<file path="src/hw/rtl/assert_macros.svh">
// assertion helpers, clocked on clk_i and disabled during reset
`ifndef ASSERT_MACROS_SVH
`define ASSERT_MACROS_SVH
`ifndef SYNTH
`define VNA_ASSERT(lbl, prop, msg) \
  lbl: assert property (@(posedge clk_i) disable iff (!rst_ni) prop) else $error(msg);
`define VNA_NEVER(lbl, expr, msg) \
  lbl: assert property (@(posedge clk_i) disable iff (!rst_ni) !(expr)) else $error(msg);
`else
`define VNA_ASSERT(lbl, prop, msg)
`define VNA_NEVER(lbl, expr, msg)
`endif
`endif

</file>
<file path="src/hw/rtl/vna_pkg.sv">
package vna_pkg;

  localparam int unsigned VERTEX_DEPTH_DEF = 1024;
  localparam int unsigned IDX_W = 10;
  localparam int unsigned POS_W = 20;
  localparam int unsigned DIF_W = POS_W + 1;
  localparam int unsigned PRD_W = 2 * DIF_W;
  localparam int unsigned ACC_W = 26;
  localparam int unsigned NRM_W = 16;
  localparam int unsigned VEC_W = PRD_W + 1;
  localparam int unsigned MAG_BITS = 30;

  typedef enum logic [1:0] {
    OP_LOAD = 2'd0,
    OP_TRI  = 2'd1,
    OP_READ = 2'd2,
    OP_NONE = 2'd3
  } op_e;

  typedef enum logic [4:0] {
    S_CLEAR, S_IDLE, S_DECODE, S_LOAD, S_POS_A, S_POS_B, S_POS_C, S_POS_D,
    S_DIFF, S_CROSS, S_CHECK, S_RD_ACC, S_RD_GET, S_UNIT, S_ACC_RD, S_ACC_WR
  } top_state_e;

  typedef enum logic [2:0] {
    U_IDLE, U_SHIFT, U_SQ, U_SINIT, U_SQRT, U_DINIT, U_DIV, U_DONE
  } unit_state_e;

  typedef logic [2:0][ACC_W-1:0] acc_word_t;
  typedef logic [2:0][POS_W-1:0] pos_word_t;

  typedef struct packed {
    logic                  start;
    logic [2:0][VEC_W-1:0] c;
  } unit_req_t;

  typedef struct packed {
    logic                  done;
    logic [2:0][NRM_W-1:0] u;
  } unit_resp_t;

endpackage

</file>
<file path="src/hw/rtl/vna_unit.sv">
module vna_unit (
  input  logic               clk_i,
  input  logic               rst_ni,
  input  vna_pkg::unit_req_t req_i,
  output vna_pkg::unit_resp_t resp_o
);
  import vna_pkg::*;

  localparam int unsigned SQ_W = 2 * MAG_BITS;
  localparam int unsigned S_W = SQ_W + 2;
  localparam int unsigned R_W = S_W + 1;
  localparam int unsigned L_W = MAG_BITS + 1;
  localparam int unsigned QB = NRM_W - 1;
  localparam int unsigned D_W = MAG_BITS + QB + 2;

  unit_state_e state_q, state_d;
  logic [4:0] cnt_q;
  logic [1:0] k_q;

  logic [2:0]            neg_q;
  logic [2:0][VEC_W-1:0] m_q;
  logic [SQ_W-1:0]       prod_q;
  logic [S_W-1:0]        s_q;
  logic [R_W-1:0]        v_q, r_q, bit_q;
  logic [D_W-1:0]        rem_q, dsh_q;
  logic [QB-1:0]         q_q;
  logic [2:0][NRM_W-1:0] u_q;

  logic            big;
  logic [R_W-1:0]  rb;
  logic [L_W-1:0]  len;
  logic [MAG_BITS-1:0] mk;
  logic            ge;
  logic [QB-1:0]   q_nxt;

  always_comb begin
    big = 1'b0;
    for (int k = 0; k < 3; k++) begin
      big = big | (|m_q[k][VEC_W-1:MAG_BITS]);
    end
    rb    = r_q + bit_q;
    len   = r_q[L_W-1:0];
    mk    = m_q[k_q][MAG_BITS-1:0];
    ge    = rem_q >= dsh_q;
    q_nxt = {q_q[QB-2:0], ge};
  end

  always_ff @(posedge clk_i or negedge rst_ni) begin
    if (!rst_ni) begin
      state_q <= U_IDLE;
    end else begin
      state_q <= state_d;
    end
  end

  always_comb begin
    state_d = state_q;
    case (state_q)
      U_IDLE:  if (req_i.start) state_d = U_SHIFT;
      U_SHIFT: if (!big) state_d = U_SQ;
      U_SQ:    if (cnt_q == 5'd3) state_d = U_SINIT;
      U_SINIT: state_d = U_SQRT;
      U_SQRT:  if (bit_q[0]) state_d = U_DINIT;
      U_DINIT: state_d = U_DIV;
      U_DIV: begin
        if (cnt_q == 5'(QB - 1)) state_d = (k_q == 2'd2) ? U_DONE : U_DINIT;
      end
      U_DONE:  state_d = U_IDLE;
      default: state_d = U_IDLE;
    endcase
  end

  always_ff @(posedge clk_i or negedge rst_ni) begin
    if (!rst_ni) begin
      cnt_q <= '0;
      k_q   <= '0;
    end else begin
      case (state_q)
        U_SHIFT: cnt_q <= '0;
        U_SQ:    cnt_q <= cnt_q + 5'd1;
        U_SINIT: k_q <= '0;
        U_DINIT: cnt_q <= '0;
        U_DIV: begin
          cnt_q <= cnt_q + 5'd1;
          if (cnt_q == 5'(QB - 1)) k_q <= k_q + 2'd1;
        end
        default: ;
      endcase
    end
  end

  always_ff @(posedge clk_i) begin
    case (state_q)
      U_IDLE: begin
        if (req_i.start) begin
          for (int k = 0; k < 3; k++) begin
            neg_q[k] <= req_i.c[k][VEC_W-1];
            m_q[k]   <= req_i.c[k][VEC_W-1] ? VEC_W'(-$signed(req_i.c[k])) : req_i.c[k];
          end
        end
      end
      U_SHIFT: begin
        if (big) begin
          for (int k = 0; k < 3; k++) m_q[k] <= m_q[k] >> 1;
        end
        s_q <= '0;
      end
      U_SQ: begin
        if (cnt_q < 5'd3) begin
          prod_q <= m_q[cnt_q[1:0]][MAG_BITS-1:0] * m_q[cnt_q[1:0]][MAG_BITS-1:0];
        end
        if (cnt_q != 5'd0) s_q <= s_q + S_W'(prod_q);
      end
      U_SINIT: begin
        v_q   <= R_W'(s_q);
        r_q   <= '0;
        bit_q <= R_W'(1) << (R_W - 1);
      end
      U_SQRT: begin
        if (v_q >= rb) begin
          v_q <= v_q - rb;
          r_q <= (r_q >> 1) + bit_q;
        end else begin
          r_q <= r_q >> 1;
        end
        bit_q <= bit_q >> 2;
      end
      U_DINIT: begin
        rem_q <= D_W'({mk, QB'(0)}) + D_W'(len);
        dsh_q <= D_W'({len, QB'(0)});
        q_q   <= '0;
      end
      U_DIV: begin
        if (ge) rem_q <= rem_q - dsh_q;
        dsh_q <= dsh_q >> 1;
        q_q   <= q_nxt;
        if (cnt_q == 5'(QB - 1)) begin
          u_q[k_q] <= neg_q[k_q] ? NRM_W'(-$signed({1'b0, q_nxt})) : NRM_W'({1'b0, q_nxt});
        end
      end
      default: ;
    endcase
  end

  assign resp_o.done = (state_q == U_DONE);
  assign resp_o.u    = u_q;

endmodule

</file>
<file path="config.mk">
export PLATFORM = sky130hd
export DESIGN_NAME = vna_unit
export DESIGN_NICKNAME = d
export VERILOG_FILES = /design/src/hw/rtl/assert_macros.svh /design/src/hw/rtl/vna_pkg.sv /design/src/hw/rtl/vna_unit.sv
export SDC_FILE = /design/constraint.sdc
export NUM_CORES = 2
export LEC_CHECK = 0
export ABC_CLOCK_PERIOD_IN_PS = 26400
export BUFFER_PORTS_ARGS = -buffer_cell sky130_fd_sc_hd__buf_4
export CAP_MARGIN = 40
export CORE_UTILIZATION = 29
export CTS_CLUSTER_SIZE = 30
export DETAILED_ROUTE_END_ITERATION = 12
export MAX_ROUTING_LAYER = met4
export PLACE_DENSITY_LB_ADDON = 0.2
export SLEW_MARGIN = 20
export SYNTH_ARGS = -nofsm -noshare
export SYNTH_HDL_FRONTEND = slang
export SYNTH_SLANG_ARGS = --single-unit
</file>
<file path="constraint.sdc">
create_clock -name clk_i -period 26.4 [get_ports clk_i]
set_input_delay 1.32 -clock clk_i [delete_from_list [all_inputs] [get_ports clk_i]]
set_output_delay 1.32 -clock clk_i [all_outputs]
set_load 0.02 [all_outputs]
</file>
==> results.sh <==
export IMPL_worstPathArrival_ns=11.06
export IMPL_skew_ns=0.0608
export IMPL_max_stage_delay_ns=0.60
export IMPL_setup_violations_final=0
export IMPL_grt_pass1_vias=52100
export IMPL_clkLatencyLatePin_ns=0.69
export IMPL_overflow=0
export IMPL_io_pins=181
export IMPL_final_cell_mix="982 x inv_1, 770 x nand2_1, 698 x fa_1"
export IMPL_synthesis_nets=8457
export IMPL_vias=51400
export IMPL_wl_per_cell_um=20.6
export IMPL_start_util_pct=29.2
export IMPL_status="finished with violations"
export IMPL_route_detailed_drc=10
export IMPL_clock_path_buffers=3
export IMPL_dr_pass1_iters=12
export IMPL_drt_wl_total_um=211000
export IMPL_power_density_nw_per_um2=29.4
export IMPL_dieArea_um2=229000
export IMPL_max_freq_mhz=93.9
export IMPL_grt_max_degree=90
export IMPL_nets=8534
export IMPL_syn_area_per_cell_um2=9.24
export IMPL_grt_setup_unrepaired="false"
export IMPL_rows=174
export IMPL_drt_initial_drc_count=3733
export IMPL_end_kind="register"
export IMPL_ys_types=84
export IMPL_grt_pass1_wl_um=323000
export IMPL_netlist_area_um2=65800
export IMPL_clock_root_buffer="clkbuf_16"
export IMPL_ir_worst_vdd_mv=0.0547
export IMPL_crit_path_frequent_cell="fa_1"
export IMPL_hold_class="input pin to async pin"
export IMPL_h_tree_depth=3
export IMPL_synth_warnings=0
export IMPL_fin_crit_sh_pct=40.3
export IMPL_die_w_um=478
export IMPL_cts_post_setup_buffers_inserted=0
export IMPL_cts_resized=0
export IMPL_max_cap_violations=0
export IMPL_violations="DRC"
export IMPL_synth_ff_type="edfxtp_1"
export IMPL_final_util_pct=32.7
export IMPL_criticalPathCategory="register to register"
export IMPL_port_buffers=180
export IMPL_synth_edf_count=566
export IMPL_antenna_found_initial=14
export IMPL_cts_sinks=576
export IMPL_yosysSeqAreaShare_pct=26.2
export IMPL_period_minus_slack_ns=10.65
export IMPL_required_ns=26.81
export IMPL_place_congestion=0.904
export IMPL_hold_viol=0
export IMPL_ys_ff_latch=576
export IMPL_final_common_cell="inv_1"
export IMPL_drtAntennaViolNets=0
export IMPL_dp_final_hpwl_um=168000
export IMPL_fillers=23500
export IMPL_track_usage_pct=18.8
export IMPL_placed_area_um2=70800
export IMPL_cts_hold_buf=0
export IMPL_relSlewSlack_pct=36.0
export IMPL_setup_slack_ns=15.75
export IMPL_path_clk_slew_ns=0.06
export IMPL_cts_buffers=77
export IMPL_maxSlewViolCount=0
export IMPL_die_y_um=478
export IMPL_cp_max_fo=40
export IMPL_drive_gt1_share_pct=7.23
export IMPL_syn_inst=7118
export IMPL_area_growth_pct=12.0
export IMPL_async_reset_ff_share_pct=1.74
export IMPL_final_cell_area_um2=73600
export IMPL_cp_slowest_cell="a2111oi_0"
export IMPL_worst_pin_slew_ns=0.960
export IMPL_multi_input_area_um2=43800
export IMPL_vias_per_cell=5.01
export IMPL_leakage_uw=0.0325
export IMPL_cp_start_kind="register"
export IMPL_tns_ns=0
export IMPL_tritoncts="built"
export IMPL_regArea_um2=17300
export IMPL_fp_coreArea_um2=225000
export IMPL_pre_cts_slack_ns=15.60
[synth_stat cells, types with 72 or more instances]
master	number	area (um^2)
xnor2_1	207	1810
xor2_1	273	2390
a21o_1	175	1310
and3_1	86	538
fa_1	698	14000
nand2_1	773	2900
a21oi_1	352	1760
nand3_1	77	385
o21ai_0	506	2530
nor3_1	72	360
clkbuf_1	279	1050
nand4_1	95	594
a31oi_1	78	488
ha_1	509	6370
mux2i_1	72	721
nor2_1	582	2180
inv_1	983	3690
edfxtp_1	566	17000
[final cells by class]
type / count / area share (%)
Clock buffer: 88 / 2.67
Clock inverter: 53 / 0.909
Timing Repair Buffer: 305 / 3.38
Multi-Input combinational cell: 5246 / 59.5
Sequential cell: 576 / 23.4
Inverter: 989 / 5.04
Antenna cell: 10 / 0.0340
Tap cell: 2992 / 5.08
[cells by family (layout without fill, tap and decap cells)]
| kind of cell | after synthesis | in the layout | share of synthesized area, % |
|---|---|---|---|
| compound gates | 1533 | 1533 | 14.5 |
| xor+xnor | 480 | 480 | 6.39 |
| fa+ha+maj | 1207 | 1207 | 30.9 |
| buf+inv | 1296 | 1435 | 7.41 |
| flops | 576 | 576 | 26.2 |
| mux | 76 | 76 | 1.16 |
| other cells | 0 | 10 | 0 |
| simple gates | 1950 | 1950 | 13.4 |
[worst max-delay path, delay by kind of cell, from the launching register on]
| kind | cells | cell delay, ns |
|---|---|---|
| adder cells (fa/ha/maj) | 9 | 4.21 |
| AO/OA/AOI/OAI | 10 | 3.18 |
| buffers and inverters | 9 | 1.94 |
| AND/OR/NAND/NOR | 2 | 0.47 |
| flip-flops | 1 | 0.38 |
| XOR/XNOR | 1 | 0.16 |
[through the flow]
stage / power (uW) / hold slack (ns) / std cells
after global routing: 2230 / 0.439 / 10300
after detailed placement: 1080 / 0.545 / 10100
after global placement: 1080 / 0.534 / 10100
after floorplan: 1040 / 0.514 / 7118
final: 2170 / 0.456 / 10300
after CTS: 2200 / 0.399 / 10200
[metal layers]
metal  GRT usage, %  up-vias  part of all wire, %
met4           4.50        0                  2.1
met2           28.6     1361                   44
li1               -    24300                    -
met5              -        -                    0
met3           2.46      215                  5.5
met1           26.3    25500                   48
[registers in the layout (all words and copies together) (netlist names)]
name / cells
r_q: 63
neg_q: 3
m_q: 129
resp_o: 48
s_q: 62
cnt_q: 5
prod_q: 59
k_q: 2
q_q: 14
rem_q: 47
state_q: 3
dsh_q: 46
bit_q: 32
v_q: 63
[final timing paths]
check	start	endpoint	slack, ns	cells after the start
hold / removal	rst_ni	state_q[0]	0.46	1
min in group clk_i	s_q[6]	v_q[6]	0.54	2
hold reg to reg	s_q[6]	v_q[6]	0.54	2
setup reg to reg	cnt_q[1]	prod_q[58]	15.75	31
max in group asynchronous	rst_ni	k_q[1]	25.73	1
setup / recovery	cnt_q[1]	prod_q[58]	15.75	31
[where the power goes]
group	internal (uW)	switching, uW	leakage (uW)
Combinational	28.6	35.7	0.0262
Clock	651	455	0.00127
Sequential	996	0	0.00502
Total	1680	491	0.0325
No activity file was read; power rests on OpenSTA's default activity.
